===== src/rcpp_pkg.sv =====
// Shared package for the register command packet parser.
// Holds parameter defaults, field widths, input function codes, sensor register indexes and response frame constants.
// No dependencies.
`timescale 1ns / 1ps

package rcpp_pkg;

    // Parameter defaults
    localparam int DEF_REG_COUNT   = 128;
    localparam int DEF_QUEUE_DEPTH = 64;
    localparam int DEF_CHANNELS    = 8;
    localparam int DEF_MAX_PAYLOAD = 60;

    // Field widths
    localparam int FUNC_W   = 3;
    localparam int BYTE_W   = 8;
    localparam int INDEX_W  = 7;
    localparam int SCHAN_W  = 3;
    localparam int SAMPLE_W = 16;

    // Input function codes
    localparam logic [FUNC_W-1:0] FUNC_LENGTH  = 3'd0;
    localparam logic [FUNC_W-1:0] FUNC_BODY    = 3'd1;
    localparam logic [FUNC_W-1:0] FUNC_VOLTAGE = 3'd2;
    localparam logic [FUNC_W-1:0] FUNC_CURRENT = 3'd3;
    localparam logic [FUNC_W-1:0] FUNC_RESPOND = 3'd4;

    // Register indexes that carry a sensor channel
    localparam logic [BYTE_W-1:0] IDX_VOLTAGE = 8'h10;
    localparam logic [BYTE_W-1:0] IDX_CURRENT = 8'h11;

    // Response frame header
    localparam logic [BYTE_W-1:0] HDR_N   = 8'h4E;
    localparam logic [BYTE_W-1:0] HDR_R   = 8'h52;
    localparam logic [BYTE_W-1:0] HDR_VER = 8'h02;

endpackage


===== src/rcpp_regfile.sv =====
// Register file for the register command packet parser.
// Synchronous memory with a per-entry written flag so that unwritten entries read zero.
// Depends on rcpp_pkg.
`timescale 1ns / 1ps

module rcpp_regfile #(
    parameter int REG_COUNT = rcpp_pkg::DEF_REG_COUNT
) (
    input  logic                        clk,
    input  logic                        rst_n,
    input  logic                        wr_en,
    input  logic [rcpp_pkg::INDEX_W-1:0] wr_idx,
    input  logic [rcpp_pkg::BYTE_W-1:0]  wr_data,
    input  logic                        rd_en,
    input  logic [rcpp_pkg::BYTE_W-1:0]  rd_idx,
    output logic [rcpp_pkg::BYTE_W-1:0]  rd_data
);

    localparam int AW = $clog2(REG_COUNT);

    logic [rcpp_pkg::BYTE_W-1:0] mem [REG_COUNT];
    logic [REG_COUNT-1:0]        written_reg;
    logic [rcpp_pkg::BYTE_W-1:0] rd_q_reg;
    logic                        hit_reg;
    logic                        wr_in_range;
    logic                        rd_in_range;
    logic [AW-1:0]               wr_addr;
    logic [AW-1:0]               rd_addr;

    // Decode indexes, ignore anything past the end of the file
    assign wr_in_range = {1'b0, wr_idx} < rcpp_pkg::BYTE_W'(REG_COUNT);
    assign rd_in_range = {1'b0, rd_idx} < 9'(REG_COUNT);
    assign wr_addr     = wr_idx[AW-1:0];
    assign rd_addr     = rd_idx[AW-1:0];

    // Write and read the storage array
    always_ff @(posedge clk)
    begin
        if (wr_en && wr_in_range)
        begin
            mem[wr_addr] <= wr_data;
        end
        if (rd_en)
        begin
            rd_q_reg <= mem[rd_addr];
        end
    end

    // Track written entries, cleared at reset
    always_ff @(posedge clk or negedge rst_n)
    begin
        if (!rst_n)
        begin
            written_reg <= '0;
            hit_reg     <= 1'b0;
        end
        else
        begin
            if (wr_en && wr_in_range)
            begin
                written_reg[wr_addr] <= 1'b1;
            end
            if (rd_en)
            begin
                hit_reg <= rd_in_range && written_reg[rd_addr];
            end
        end
    end

    assign rd_data = hit_reg ? rd_q_reg : '0;

endmodule


===== src/rcpp_queue.sv =====
// Read request queue for the register command packet parser.
// Synchronous memory with a fill count; entries past the count are never read.
// Depends on rcpp_pkg.
`timescale 1ns / 1ps

module rcpp_queue #(
    parameter int QUEUE_DEPTH = rcpp_pkg::DEF_QUEUE_DEPTH
) (
    input  logic                                clk,
    input  logic                                rst_n,
    input  logic                                clear,
    input  logic                                push,
    input  logic [rcpp_pkg::BYTE_W-1:0]         push_data,
    input  logic                                rd_en,
    input  logic [$clog2(QUEUE_DEPTH)-1:0]      rd_addr,
    output logic [rcpp_pkg::BYTE_W-1:0]         rd_data,
    output logic [$clog2(QUEUE_DEPTH+1)-1:0]    count
);

    localparam int QAW = $clog2(QUEUE_DEPTH);
    localparam int QCW = $clog2(QUEUE_DEPTH + 1);

    logic [rcpp_pkg::BYTE_W-1:0] mem [QUEUE_DEPTH];
    logic [rcpp_pkg::BYTE_W-1:0] rd_data_reg;
    logic [QCW-1:0]              count_reg;
    logic [QCW-1:0]              count_next;
    logic                        room;

    assign room = count_reg < QCW'(QUEUE_DEPTH);

    // Append to the tail, drop when full
    always_ff @(posedge clk)
    begin
        if (push && room)
        begin
            mem[count_reg[QAW-1:0]] <= push_data;
        end
        if (rd_en)
        begin
            rd_data_reg <= mem[rd_addr];
        end
    end

    // Advance or empty the fill count
    always_comb
    begin
        count_next = count_reg;
        if (clear)
        begin
            count_next = '0;
        end
        else if (push && room)
        begin
            count_next = count_reg + 1'b1;
        end
    end

    always_ff @(posedge clk or negedge rst_n)
    begin
        if (!rst_n)
        begin
            count_reg <= '0;
        end
        else
        begin
            count_reg <= count_next;
        end
    end

    assign rd_data = rd_data_reg;
    assign count   = count_reg;

endmodule


===== src/rcpp_sample.sv =====
// Voltage and current sample tables for the register command packet parser.
// One synchronous memory addressed by {table, channel}; channels wrap by a constant table.
// Depends on rcpp_pkg.
`timescale 1ns / 1ps

module rcpp_sample #(
    parameter int CHANNELS = rcpp_pkg::DEF_CHANNELS
) (
    input  logic                          clk,
    input  logic                          rst_n,
    input  logic                          wr_en,
    input  logic                          wr_current,
    input  logic [rcpp_pkg::SCHAN_W-1:0]  wr_chan,
    input  logic [rcpp_pkg::SAMPLE_W-1:0] wr_data,
    input  logic                          rd_en,
    input  logic                          rd_current,
    input  logic [rcpp_pkg::BYTE_W-1:0]   rd_chan,
    output logic [rcpp_pkg::SAMPLE_W-1:0] rd_data
);

    localparam int CW    = (CHANNELS > 1) ? $clog2(CHANNELS) : 1;
    localparam int SAW   = CW + 1;
    localparam int SDEPTH = 1 << SAW;
    localparam int LUT_N = 1 << rcpp_pkg::BYTE_W;

    logic [CW-1:0]                 chan_lut [LUT_N];
    logic [rcpp_pkg::SAMPLE_W-1:0] mem [SDEPTH];
    logic [SDEPTH-1:0]             written_reg;
    logic [rcpp_pkg::SAMPLE_W-1:0] rd_q_reg;
    logic                          hit_reg;
    logic [SAW-1:0]                wr_addr;
    logic [SAW-1:0]                rd_addr;

    // Channel number modulo the channel count
    for (genvar g = 0; g < LUT_N; g++)
    begin : g_chan_lut
        assign chan_lut[g] = CW'(g % CHANNELS);
    end

    assign wr_addr = {wr_current, chan_lut[{5'b0, wr_chan}]};
    assign rd_addr = {rd_current, chan_lut[rd_chan]};

    // Write and read the storage array
    always_ff @(posedge clk)
    begin
        if (wr_en)
        begin
            mem[wr_addr] <= wr_data;
        end
        if (rd_en)
        begin
            rd_q_reg <= mem[rd_addr];
        end
    end

    // Track written entries, cleared at reset
    always_ff @(posedge clk or negedge rst_n)
    begin
        if (!rst_n)
        begin
            written_reg <= '0;
            hit_reg     <= 1'b0;
        end
        else
        begin
            if (wr_en)
            begin
                written_reg[wr_addr] <= 1'b1;
            end
            if (rd_en)
            begin
                hit_reg <= written_reg[rd_addr];
            end
        end
    end

    assign rd_data = hit_reg ? rd_q_reg : '0;

endmodule


===== src/register_command_packet_parser.sv =====
// Register command packet parser, top level.
// Length, body and sensor requests may arrive back to back while the parser is idle.
// Respond: a measuring walk over the queue memory, four header bytes, then one queue fetch
// per entry before the payload bytes that the entry yields.
// Empty queue: one heartbeat byte. Reset clears control state; register file and sample
// tables read zero until written through per-entry flags, so no clearing pass is needed.
`timescale 1ns / 1ps

module register_command_packet_parser #(
    parameter int REG_COUNT   = rcpp_pkg::DEF_REG_COUNT,
    parameter int QUEUE_DEPTH = rcpp_pkg::DEF_QUEUE_DEPTH,
    parameter int CHANNELS    = rcpp_pkg::DEF_CHANNELS,
    parameter int MAX_PAYLOAD = rcpp_pkg::DEF_MAX_PAYLOAD
) (
    input  logic                          clk,
    input  logic                          rst_n,
    input  logic                          in_valid,
    output logic                          in_stall,
    input  logic [rcpp_pkg::FUNC_W-1:0]   func,
    input  logic [rcpp_pkg::BYTE_W-1:0]   byte_value,
    input  logic [rcpp_pkg::SCHAN_W-1:0]  sample_channel,
    input  logic [rcpp_pkg::SAMPLE_W-1:0] sample_value,
    output logic                          out_valid,
    input  logic                          out_stall,
    output logic [rcpp_pkg::BYTE_W-1:0]   out_byte,
    output logic                          last,
    output logic                          heartbeat,
    output logic                          truncated
);

    localparam int QAW   = $clog2(QUEUE_DEPTH);
    localparam int QCW   = $clog2(QUEUE_DEPTH + 1);
    localparam int RAW_W = $clog2(2 * QUEUE_DEPTH + MAX_PAYLOAD + 1);
    localparam int LEN_W = $clog2(MAX_PAYLOAD + 1);
    localparam int BW    = rcpp_pkg::BYTE_W;
    localparam int IW    = rcpp_pkg::INDEX_W;

    typedef enum logic [8:0] {
        ST_IDLE    = 9'b000000001,
        ST_MEASURE = 9'b000000010,
        ST_HEART   = 9'b000000100,
        ST_HEAD    = 9'b000001000,
        ST_FETCH   = 9'b000010000,
        ST_ENTRY   = 9'b000100000,
        ST_REG     = 9'b001000000,
        ST_SAMP_HI = 9'b010000000,
        ST_SAMP_LO = 9'b100000000
    } state_t;

    state_t             state_reg, state_next;
    logic [BW-1:0]      bytes_left_reg, bytes_left_next;
    logic               expect_reg, expect_next;
    logic               pread_reg, pread_next;
    logic [IW-1:0]      pidx_reg, pidx_next;
    logic [QCW-1:0]     ptr_reg, ptr_next;
    logic               mvalid_reg, mvalid_next;
    logic               chan_next_reg, chan_next_next;
    logic [RAW_W-1:0]   raw_reg, raw_next;
    logic [LEN_W-1:0]   len_reg, len_next;
    logic               cut_reg, cut_next;
    logic [LEN_W-1:0]   sent_reg, sent_next;
    logic [1:0]         hidx_reg, hidx_next;
    logic [BW-1:0]      cmd_reg, cmd_next;

    logic               out_valid_reg, out_valid_next;
    logic [BW-1:0]      out_byte_reg, out_byte_next;
    logic               last_reg, last_next;
    logic               hb_reg, hb_next;
    logic               trunc_reg, trunc_next;

    logic               accept;
    logic               out_free;
    logic               emit_req;
    logic               emit_last;
    logic [BW-1:0]      emit_byte;
    logic               do_emit;
    logic               pay_last;
    logic               entry_special;

    logic               rf_wr_en;
    logic               rf_rd_en;
    logic [BW-1:0]      rf_rd_data;
    logic               q_clear;
    logic               q_push;
    logic [BW-1:0]      q_push_data;
    logic               q_rd_en;
    logic [BW-1:0]      q_rd_data;
    logic [QCW-1:0]     q_count;
    logic               s_wr_en;
    logic               s_rd_en;
    logic [rcpp_pkg::SAMPLE_W-1:0] s_rd_data;

    // Storage
    rcpp_regfile #(
        .REG_COUNT (REG_COUNT)
    ) u_regfile (
        .clk     (clk),
        .rst_n   (rst_n),
        .wr_en   (rf_wr_en),
        .wr_idx  (pidx_reg),
        .wr_data (byte_value),
        .rd_en   (rf_rd_en),
        .rd_idx  (q_rd_data),
        .rd_data (rf_rd_data)
    );

    rcpp_queue #(
        .QUEUE_DEPTH (QUEUE_DEPTH)
    ) u_queue (
        .clk       (clk),
        .rst_n     (rst_n),
        .clear     (q_clear),
        .push      (q_push),
        .push_data (q_push_data),
        .rd_en     (q_rd_en),
        .rd_addr   (ptr_reg[QAW-1:0]),
        .rd_data   (q_rd_data),
        .count     (q_count)
    );

    rcpp_sample #(
        .CHANNELS (CHANNELS)
    ) u_sample (
        .clk        (clk),
        .rst_n      (rst_n),
        .wr_en      (s_wr_en),
        .wr_current (func == rcpp_pkg::FUNC_CURRENT),
        .wr_chan    (sample_channel),
        .wr_data    (sample_value),
        .rd_en      (s_rd_en),
        .rd_current (cmd_reg == rcpp_pkg::IDX_CURRENT),
        .rd_chan    (q_rd_data),
        .rd_data    (s_rd_data)
    );

    // Handshake
    assign in_stall = (state_reg != ST_IDLE);
    assign accept   = in_valid && !in_stall;
    assign out_free = !out_valid_reg || !out_stall;
    assign do_emit  = emit_req && out_free;
    assign pay_last = (sent_reg + 1'b1) == len_reg;

    assign entry_special = (q_rd_data == rcpp_pkg::IDX_VOLTAGE)
                        || (q_rd_data == rcpp_pkg::IDX_CURRENT);

    // Parse packet requests
    always_comb
    begin
        bytes_left_next = bytes_left_reg;
        expect_next     = expect_reg;
        pread_next      = pread_reg;
        pidx_next       = pidx_reg;
        rf_wr_en        = 1'b0;
        q_clear         = 1'b0;
        q_push          = 1'b0;
        q_push_data     = byte_value;
        s_wr_en         = 1'b0;
        if (accept)
        begin
            case (func)
                rcpp_pkg::FUNC_LENGTH:
                begin
                    q_clear         = 1'b1;
                    bytes_left_next = byte_value;
                    expect_next     = 1'b0;
                    pread_next      = 1'b0;
                end
                rcpp_pkg::FUNC_BODY:
                begin
                    if (bytes_left_reg != '0)
                    begin
                        bytes_left_next = bytes_left_reg - 1'b1;
                        if (!expect_reg)
                        begin
                            pidx_next   = byte_value[IW-1:0];
                            pread_next  = byte_value[BW-1];
                            expect_next = 1'b1;
                            q_push      = byte_value[BW-1];
                            q_push_data = {1'b0, byte_value[IW-1:0]};
                        end
                        else
                        begin
                            expect_next = 1'b0;
                            if (!pread_reg)
                            begin
                                rf_wr_en = 1'b1;
                            end
                            else if (({1'b0, pidx_reg} == rcpp_pkg::IDX_VOLTAGE)
                                  || ({1'b0, pidx_reg} == rcpp_pkg::IDX_CURRENT))
                            begin
                                q_push = 1'b1;
                            end
                        end
                    end
                end
                rcpp_pkg::FUNC_VOLTAGE, rcpp_pkg::FUNC_CURRENT:
                begin
                    s_wr_en = 1'b1;
                end
                default:
                begin
                end
            endcase
        end
    end

    // Sequence the response frame
    always_comb
    begin
        state_next     = state_reg;
        ptr_next       = ptr_reg;
        mvalid_next    = 1'b0;
        chan_next_next = chan_next_reg;
        raw_next       = raw_reg;
        len_next       = len_reg;
        cut_next       = cut_reg;
        sent_next      = sent_reg;
        hidx_next      = hidx_reg;
        cmd_next       = cmd_reg;
        q_rd_en        = 1'b0;
        rf_rd_en       = 1'b0;
        s_rd_en        = 1'b0;
        emit_req       = 1'b0;
        emit_last      = 1'b0;
        emit_byte      = '0;
        case (state_reg)
            ST_IDLE:
            begin
                if (accept && (func == rcpp_pkg::FUNC_RESPOND))
                begin
                    state_next     = ST_MEASURE;
                    ptr_next       = '0;
                    chan_next_next = 1'b0;
                    raw_next       = '0;
                end
            end
            ST_MEASURE:
            begin
                // Stream the queue and add up the payload length
                if (ptr_reg < q_count)
                begin
                    q_rd_en     = 1'b1;
                    ptr_next    = ptr_reg + 1'b1;
                    mvalid_next = 1'b1;
                end
                if (mvalid_reg)
                begin
                    if (chan_next_reg)
                    begin
                        raw_next       = raw_reg + RAW_W'(3);
                        chan_next_next = 1'b0;
                    end
                    else if (entry_special)
                    begin
                        raw_next       = raw_reg + RAW_W'(1);
                        chan_next_next = 1'b1;
                    end
                    else
                    begin
                        raw_next = raw_reg + RAW_W'(2);
                    end
                end
                if (!(ptr_reg < q_count) && !mvalid_reg)
                begin
                    if (q_count == '0)
                    begin
                        state_next = ST_HEART;
                    end
                    else
                    begin
                        state_next     = ST_HEAD;
                        cut_next       = raw_reg > RAW_W'(MAX_PAYLOAD);
                        len_next       = (raw_reg > RAW_W'(MAX_PAYLOAD))
                                       ? LEN_W'(MAX_PAYLOAD) : raw_reg[LEN_W-1:0];
                        ptr_next       = '0;
                        chan_next_next = 1'b0;
                        sent_next      = '0;
                        hidx_next      = '0;
                    end
                end
            end
            ST_HEART:
            begin
                emit_req  = 1'b1;
                emit_last = 1'b1;
                if (do_emit)
                begin
                    state_next = ST_IDLE;
                end
            end
            ST_HEAD:
            begin
                emit_req = 1'b1;
                case (hidx_reg)
                    2'd0:    emit_byte = rcpp_pkg::HDR_N;
                    2'd1:    emit_byte = rcpp_pkg::HDR_R;
                    2'd2:    emit_byte = rcpp_pkg::HDR_VER;
                    default: emit_byte = BW'(len_reg);
                endcase
                if (do_emit)
                begin
                    hidx_next = hidx_reg + 1'b1;
                    if (hidx_reg == 2'd3)
                    begin
                        state_next = ST_FETCH;
                    end
                end
            end
            ST_FETCH:
            begin
                q_rd_en    = 1'b1;
                state_next = ST_ENTRY;
            end
            ST_ENTRY:
            begin
                // Emit the entry byte and start the data read it needs
                emit_req  = 1'b1;
                emit_byte = q_rd_data;
                emit_last = pay_last;
                if (chan_next_reg)
                begin
                    s_rd_en = 1'b1;
                end
                else if (!entry_special)
                begin
                    rf_rd_en = 1'b1;
                end
                if (do_emit)
                begin
                    sent_next = sent_reg + 1'b1;
                    if (pay_last)
                    begin
                        state_next = ST_IDLE;
                    end
                    else if (chan_next_reg)
                    begin
                        chan_next_next = 1'b0;
                        state_next     = ST_SAMP_HI;
                    end
                    else if (entry_special)
                    begin
                        cmd_next       = q_rd_data;
                        chan_next_next = 1'b1;
                        ptr_next       = ptr_reg + 1'b1;
                        state_next     = ST_FETCH;
                    end
                    else
                    begin
                        state_next = ST_REG;
                    end
                end
            end
            ST_REG:
            begin
                emit_req  = 1'b1;
                emit_byte = rf_rd_data;
                emit_last = pay_last;
                if (do_emit)
                begin
                    sent_next  = sent_reg + 1'b1;
                    ptr_next   = ptr_reg + 1'b1;
                    state_next = pay_last ? ST_IDLE : ST_FETCH;
                end
            end
            ST_SAMP_HI:
            begin
                emit_req  = 1'b1;
                emit_byte = s_rd_data[15:8];
                emit_last = pay_last;
                if (do_emit)
                begin
                    sent_next  = sent_reg + 1'b1;
                    state_next = pay_last ? ST_IDLE : ST_SAMP_LO;
                end
            end
            ST_SAMP_LO:
            begin
                emit_req  = 1'b1;
                emit_byte = s_rd_data[7:0];
                emit_last = pay_last;
                if (do_emit)
                begin
                    sent_next  = sent_reg + 1'b1;
                    ptr_next   = ptr_reg + 1'b1;
                    state_next = pay_last ? ST_IDLE : ST_FETCH;
                end
            end
            default:
            begin
                state_next = ST_IDLE;
            end
        endcase
    end

    // Load or drain the output register
    always_comb
    begin
        out_valid_next = out_valid_reg;
        out_byte_next  = out_byte_reg;
        last_next      = last_reg;
        hb_next        = hb_reg;
        trunc_next     = trunc_reg;
        if (do_emit)
        begin
            out_valid_next = 1'b1;
            out_byte_next  = emit_byte;
            last_next      = emit_last;
            hb_next        = (state_reg == ST_HEART);
            trunc_next     = (state_reg != ST_HEART) && cut_reg;
        end
        else if (out_valid_reg && !out_stall)
        begin
            out_valid_next = 1'b0;
        end
    end

    // Control registers
    always_ff @(posedge clk or negedge rst_n)
    begin
        if (!rst_n)
        begin
            state_reg      <= ST_IDLE;
            bytes_left_reg <= '0;
            expect_reg     <= 1'b0;
            pread_reg      <= 1'b0;
            pidx_reg       <= '0;
            ptr_reg        <= '0;
            mvalid_reg     <= 1'b0;
            chan_next_reg  <= 1'b0;
            raw_reg        <= '0;
            len_reg        <= '0;
            cut_reg        <= 1'b0;
            sent_reg       <= '0;
            hidx_reg       <= '0;
            cmd_reg        <= '0;
            out_valid_reg  <= 1'b0;
        end
        else
        begin
            state_reg      <= state_next;
            bytes_left_reg <= bytes_left_next;
            expect_reg     <= expect_next;
            pread_reg      <= pread_next;
            pidx_reg       <= pidx_next;
            ptr_reg        <= ptr_next;
            mvalid_reg     <= mvalid_next;
            chan_next_reg  <= chan_next_next;
            raw_reg        <= raw_next;
            len_reg        <= len_next;
            cut_reg        <= cut_next;
            sent_reg       <= sent_next;
            hidx_reg       <= hidx_next;
            cmd_reg        <= cmd_next;
            out_valid_reg  <= out_valid_next;
        end
    end

    // Output payload registers
    always_ff @(posedge clk)
    begin
        out_byte_reg <= out_byte_next;
        last_reg     <= last_next;
        hb_reg       <= hb_next;
        trunc_reg    <= trunc_next;
    end

    assign out_valid = out_valid_reg;
    assign out_byte  = out_byte_reg;
    assign last      = last_reg;
    assign heartbeat = hb_reg;
    assign truncated = trunc_reg;

endmodule

===== config.mk =====
export PLATFORM = sky130hd
export DESIGN_NAME = register_command_packet_parser
export DESIGN_NICKNAME = d
export VERILOG_FILES = /design/src/rcpp_pkg.sv /design/src/rcpp_regfile.sv /design/src/rcpp_queue.sv /design/src/rcpp_sample.sv /design/src/register_command_packet_parser.sv
export SDC_FILE = /design/constraint.sdc
export NUM_CORES = 2
export LEC_CHECK = 0
export BUFFER_PORTS_ARGS = -buffer_cell sky130_fd_sc_hd__buf_4
export CAP_MARGIN = 20
export CORE_ASPECT_RATIO = 1.25
export CORE_MARGIN = 5
export CORE_UTILIZATION = 55
export DETAILED_ROUTE_END_ITERATION = 16
export PLACE_DENSITY = 0.71
export SYNTH_ARGS = -nofsm -noshare
export SYNTH_HDL_FRONTEND = slang
export SYNTH_SLANG_ARGS = --single-unit

===== constraint.sdc =====
create_clock -name clk -period 4.4 [get_ports clk]
set_input_delay 0.22 -clock clk [delete_from_list [all_inputs] [get_ports clk]]
set_output_delay 0.22 -clock clk [all_outputs]
set_load 0.005 [all_outputs]

# Word-level counts from Yosys, hierarchy flattened

Memory sizes are Yosys's and may differ from the RTL's. A register that Yosys moved wholly into a read port is not among the register bits.
Cells that the tools add are included.

Register bits after elaboration: 231
Bits in latches: 0
Memory bits (writable): 1792
Bits in read-only memories: 1536
Input bits: 34
Output and inout port bits: 13
Word-level logic and storage cells: 253
Memories: 5

Memory list:

| memory           | words | bits a word | rd ports | clocked after Yosys merged registers in | write ports | RTL line           | source |
|---|---|---|---|---|---|---|---|
| u_regfile.mem    | 128   | 8           | 1        | 1                                       | 1           | rcpp_regfile.sv:21 | `logic [rcpp_pkg::BYTE_W-1:0] mem [REG_COUNT];` |
| (name not given) | 256   | 3           | 1        | 0                                       | 0           | rcpp_sample.sv:41  | `assign rd_addr = {rd_current, chan_lut[rd_chan]};` |
| (name not given) | 256   | 3           | 1        | 0                                       | 0           | rcpp_sample.sv:40  | `assign wr_addr = {wr_current, chan_lut[{5'b0, wr_chan}]};` |
| u_queue.mem      | 64    | 8           | 1        | 1                                       | 1           | rcpp_queue.sv:23   | `logic [rcpp_pkg::BYTE_W-1:0] mem [QUEUE_DEPTH];` |
| u_sample.mem     | 16    | 16          | 1        | 1                                       | 1           | rcpp_sample.sv:27  | `logic [rcpp_pkg::SAMPLE_W-1:0] mem [SDEPTH];` |

$add $sub $neg: 8
Multiply operators: 0
Divide/modulo/power cells: 0
$lt $le $gt $ge: 12
Equality and inequality tests: 40
Shift-type cells: 0
Multiplexer cells: 111
Bitwise gates (word level): 8
Reductions and logical operators: 45

Operator list:

| kind                                                                  | number |
|---|---|
| 128-bit OR                                                            | 1 |
| 8-bit 2-to-1 mux                                                      | 12 |
| 7-bit 2-to-1 mux                                                      | 12 |
| 9-bit 2-to-1 mux                                                      | 9 |
| 9-bit one-hot mux with 8 select lines                                 | 1 |
| 1-bit 2-to-1 mux                                                      | 47 |
| 8-bit one-hot mux with 5 select lines                                 | 1 |
| 8-bit one-hot mux with 2 select lines                                 | 2 |
| 2-bit != test (second input constant)                                 | 14 |
| 7-bit one-hot mux with 4 select lines                                 | 1 |
| 8-bit by 5-bit == test with 1-bit output (second input constant)      | 3 |
| 6-bit 2-to-1 mux                                                      | 4 |
| 7-bit one-hot mux with 3 select lines                                 | 1 |
| 4-bit AND reduction                                                   | 5 |
| 9-bit greater-or-equal comparator (second input constant)             | 2 |
| 8-bit by 2-bit adder with 8-bit output (second input constant)        | 2 |
| 7-bit by 8-bit < comparator with 1-bit output (second input constant) | 2 |
| 16-bit 2-to-1 mux                                                     | 1 |
| 16-bit OR                                                             | 1 |
| 7-bit by 1-bit adder with 7-bit output (second input constant)        | 2 |
| 7-bit by 5-bit == test with 1-bit output (second input constant)      | 2 |
| 3-bit 2-to-1 mux                                                      | 4 |
| 6-bit one-hot mux with 2 select lines                                 | 1 |
| 2-bit nonzero test                                                    | 6 |
| 58 further kinds                                                      | 88 |

# Logic depth before layout (Yosys ltp)

Depth in word-level cells: 11
Depth in mapped cells: 11

# Modules after synthesis

From an unflattened synthesis, not the netlist that was laid out.

Cell total of the unflattened synthesis: 3973
Area, all modules: 81230.4 um^2

By module, submodules not included:

| module                         | times used | cells an instance | area an instance (um^2) | seq. area each (um^2) |
|---|---|---|---|---|
| rcpp_regfile                   | 1          | 2015              | 44994.4                 | 34217.8 |
| rcpp_queue                     | 1          | 985               | 20512.2                 | 15790.1 |
| rcpp_sample                    | 1          | 452               | 10961.8                 | 8593.2 |
| register_command_packet_parser | 1          | 521               | 4762.1                  | 2008.2 |

# Least setup slack after synthesis

Ideal clock, no wire load.

Path type: flip-flop to flip-flop
Start point: register bytes_left_reg[3]
End point: memory u_queue.mem[0][7] (netlist name), data pin
Library setup time: 0.514 ns
Arrival time: 3.250 ns
Required time: 3.886 ns
Path slack: 0.635 ns
Stages on the path, launching flop included: 8
Period minus slack after synthesis: 3.765 ns
Cells stage by stage: dfrtp_1 clkbuf_1 nor4_1 and3_1 clkbuf_1 nand4b_2 nor2_1 nor2b_1

Longest elaborated chain between the ends: 4

RTL lines:

| element                | RTL line                              | source |
|---|---|---|
| from (decl)            | register_command_packet_parser.sv:51  | `logic [BW-1:0] bytes_left_reg, bytes_left_next;` |
| from (signal assigned) | register_command_packet_parser.sv:441 | `bytes_left_reg <= bytes_left_next;` |
| 8-bit nonzero test     | register_command_packet_parser.sv:170 | `if (bytes_left_reg != '0)` |
| 8-bit 2-to-1 mux       | register_command_packet_parser.sv:170 |  |
| 8-bit 2-to-1 mux       | register_command_packet_parser.sv:160 | `case (func)` |
| 8-bit 2-to-1 mux       | register_command_packet_parser.sv:158 | `if (accept)` |
| via q_push_data[7]     | register_command_packet_parser.sv:85  | `logic [BW-1:0] q_push_data;` |
| to (decl)              | rcpp_queue.sv:23                      |  |

The timed path passes the listed nets, and every way through them passes these cells.

# Worst setup path in the final report

Start point: register state_reg[8]
End point: memory u_regfile.mem[17][5] (netlist name), enable pin

Longest elaborated chain between the ends: 6

RTL lines:

| element                                  | RTL line                              | source |
|---|---|---|
| from (decl)                              | register_command_packet_parser.sv:50  | `state_t state_reg, state_next;` |
| from (signal assigned)                   | register_command_packet_parser.sv:440 | `state_reg <= state_next;` |
| 9-bit by 1-bit != test with 1-bit output | register_command_packet_parser.sv:137 | `assign in_stall = (state_reg != ST_IDLE);` |
| 1-bit logical NOT                        | register_command_packet_parser.sv:138 | `assign accept = in_valid && !in_stall;` |
| 1-bit logical AND                        | register_command_packet_parser.sv:138 |  |
| 1-bit 2-to-1 mux                         | register_command_packet_parser.sv:158 |  |
| 1-bit 2-to-1 mux                         | rcpp_regfile.sv:39                    | `if (wr_en && wr_in_range)` |
| 1-bit 2-to-1 mux (implied by the code)   | rcpp_regfile.sv:41                    | `mem[wr_addr] <= wr_data;` |
| to (decl)                                | rcpp_regfile.sv:21                    |  |

Every way passes these cells.

==> impl_metrics.ini <==
[cells_and_area]
synthToLayoutAreaGrowth_pct = 13.7
largest_register_ffs = 1024
regMostFlops = u_regfile.mem
largest_registers = u_regfile.mem (1024), u_queue.mem (512), u_sample.mem (256)
fin_nets = 4241
drive_gt1_share_pct = 31.1

[route]
wl_met1_um = 70800
drc = 0
drt_iter0_drc = 4408
wl_met3_um = 12500
routed-via-count = 39500
via_per_inst = 6.31
wl_per_cell_um = 29.8
first_pass_iters = 8
wirelength_um = 186000
dr.max_layer_used = met5
dr_wl_met2_um = 95300
ant_nets = 0

[global_route]
grt_max_degree = 116
grt_pass1_wl_um = 277000
grt_pass1_vias = 40700
grt.total_usage_pct = 24.4
gr-total-overflow = 0
antenna_found_initial = 4

[placement]
place_congestion = 0.862
dp_hpwl_um = 113000
place.port_buffers = 46

[sta]
rsz0062_at_grt = no
max_freq_mhz = 254
hold_viol = 0
slew_violations = 0
min_period_ns = 3.94
max_slew_margin_pct = 27.2
fin_crit_sh_pct = 89.6
final.setup.tns_ns = 0
skew_ns = 0.0337
setup_viol = 0
worstMarginPinSlew_ns = 1.09

[yosys]
ys_ff_latch = 2055
async_reset_ff_share_pct = 10.7
syn_inst = 3849
synth_edf_count = 1835
avgSynthCellArea_um2 = 20.9
synth_fp_nets = 3903
netlist_area_um2 = 80600
yosys_warnings = 0
synth-main-ff-cell = edfxtp_1
synth_cell_types = 68
ys_seq_area_share_pct = 75.2

[power]
total_power_uw = 40800
power_density_nw_per_um2 = 445
vdd_drop_max_mv = 0.409
power_leakage_uw = 0.0306

[clocking]
clkLatencyLatePin_ns = 0.83
cts_buffers = 184
post_cts_resized = 0
cts_tree = done
cts-root-buf = clkbuf_16
htree_levels = 4
clk_path_buf_depth = 3
clock_sinks = 2055
clk_pin_slew_ns = 0.06

[setup_path]
critPathMaxFanout = 9
reg2reg_depth = 6
arrival_ns = 4.39
start_kind = flop
end_kind = flop
regToRegSetupSlack_ns = 0.46
critical_path_class = reg -> reg
crit_required_ns = 4.85

[run]
cap_violations = 0

[die]
die_w_um = 352
row_count = 157
initial_core_util_pct = 55.1
dieHeight_um = 438
core_area_um2 = 146000
die_area_um2 = 154000
pin_count = 47

[status]
outcome = finished, final reports clean

[hold_path]
hold_class = in -> async
synth_stat cells (all sizes together), types with 6 or more instances:
library cell	number	area share, %
a21o	7	0.065
a221oi	10	0.11
nand4	10	0.078
nor4	13	0.15
edfxtp	1835	68
a22o	11	0.12
o22ai	11	0.085
nor2b	12	0.093
mux2i	43	0.53
clkbuf	114	0.53
and3	17	0.13
ha	20	0.31
o221ai	7	0.076
a22oi	9	0.084
nand2	88	0.41
a31oi	6	0.047
nand3	28	0.17
dfrtp	219	6.8
nor3	32	0.20
mux2	16	0.22
a21oi	52	0.32
xor2	9	0.098
a211oi	8	0.075
inv	28	0.13
or3	8	0.062
buf	74	0.42
or2	151	1.2
nand2b	17	0.13
nor2	281	1.3
and2	12	0.093
mux4	594	17
o21ai	45	0.28
xnor2	10	0.11
power by group:
group	leakage [uW]	switching (uW)	internal, uW	total [uW]
Combinational	0.00803	1470	677	2150
Sequential	0.0195	277	21500	21700
Clock	0.00310	7010	9880	16900
Total	0.0306	8760	32000	40800
placed cells by master, fill, tap and decap left out, types with 32 or more instances in the layout:
cell type / n
mux4_2: 594
or2_1: 41
nand2_1: 88
bufinv_16: 32
buf_4: 277
edfxtp_1: 1835
a21oi_1: 52
dfrtp_1: 216
or2_2: 110
o21ai_0: 44
clkbuf_16: 188
mux2i_1: 43
nor2_1: 265
worst max-delay path: stages, from the launching register on:
cell	delay (ns)
dfrtp_1	0.49
or3_1	0.51
nor4_4	0.35
nand4b_2	0.43
nor4_2	0.78
nand2_1	0.36
nor2_1	0.64
final timing paths:
check	from	endpoint
max	state_reg[8]$_DFFE_PN0P_	u_regfile.mem[17][5]$_DFFE_PP_
min	rst_n	u_regfile.written_reg[120]$_DFFE_PN0P_
max reg2reg	state_reg[8]$_DFFE_PN0P_	u_regfile.mem[17][5]$_DFFE_PP_
min reg2reg	u_regfile.written_reg[19]$_DFFE_PN0P_	u_regfile.written_reg[19]$_DFFE_PN0P_
max in group asynchronous	rst_n	sent_reg[5]$_DFFE_PN0P_
min in group clk	byte_value[0]	u_queue.mem[47][0]$_DFFE_PP_
cell families after synthesis:
logic type               Yosys count  share of synthesized area [%]
XOR/XNOR                          20                          0.234
flip-flops                      2055                           75.2
AO/OA/AOI/OAI                    193                           1.56
buffers and inverters            217                           1.08
multiplexers                     653                           17.4
adder cells (fa/ha/maj)           20                          0.311
AND/OR/NAND/NOR                  691                           4.24
final cells by class:
class	count	area, um2
sequential	2055	60600
fill	9863	54500
multi-input combinational	1577	19200
clock buffer	228	4940
timing repair buffer	340	2950
tap	1908	2390
clock inverter	112	1440
inverter	29	110
antenna	2	5.00
through the flow:
stage / hold slack (ns) / instance area (um2) / worst slack [ns] / cells / utilization, %
final: 0.00680 / 91600 / 0.460 / 6251 / 62.7
after global routing: 0.0594 / 91600 / 0.351 / 6250 / 62.7
after CTS: 0.0150 / 91600 / 0.506 / 6247 / 62.7
after detailed placement: 0.299 / 84900 / 0.520 / 5876 / 58.1
after global placement: 0.290 / 84900 / 0.583 / 5876 / 58.1
after floorplan: -0.0756 / 80600 / 0.635 / 3849 / -
routing by layer:
layer	GRT usage (%)	vias to the layer above
li1	-	16400
met1	32.6	21000
met2	41.1	1657
met3	4.01	347
met4	9.39	2
met5	0	-
repair_timing:
action / in CTS / in global routing
hold buffers: 31 / 0
buffers inserted: 0 / 0
endpoints found under the hold margin: 590 / 0
Power figures use the tool's default switching activity.
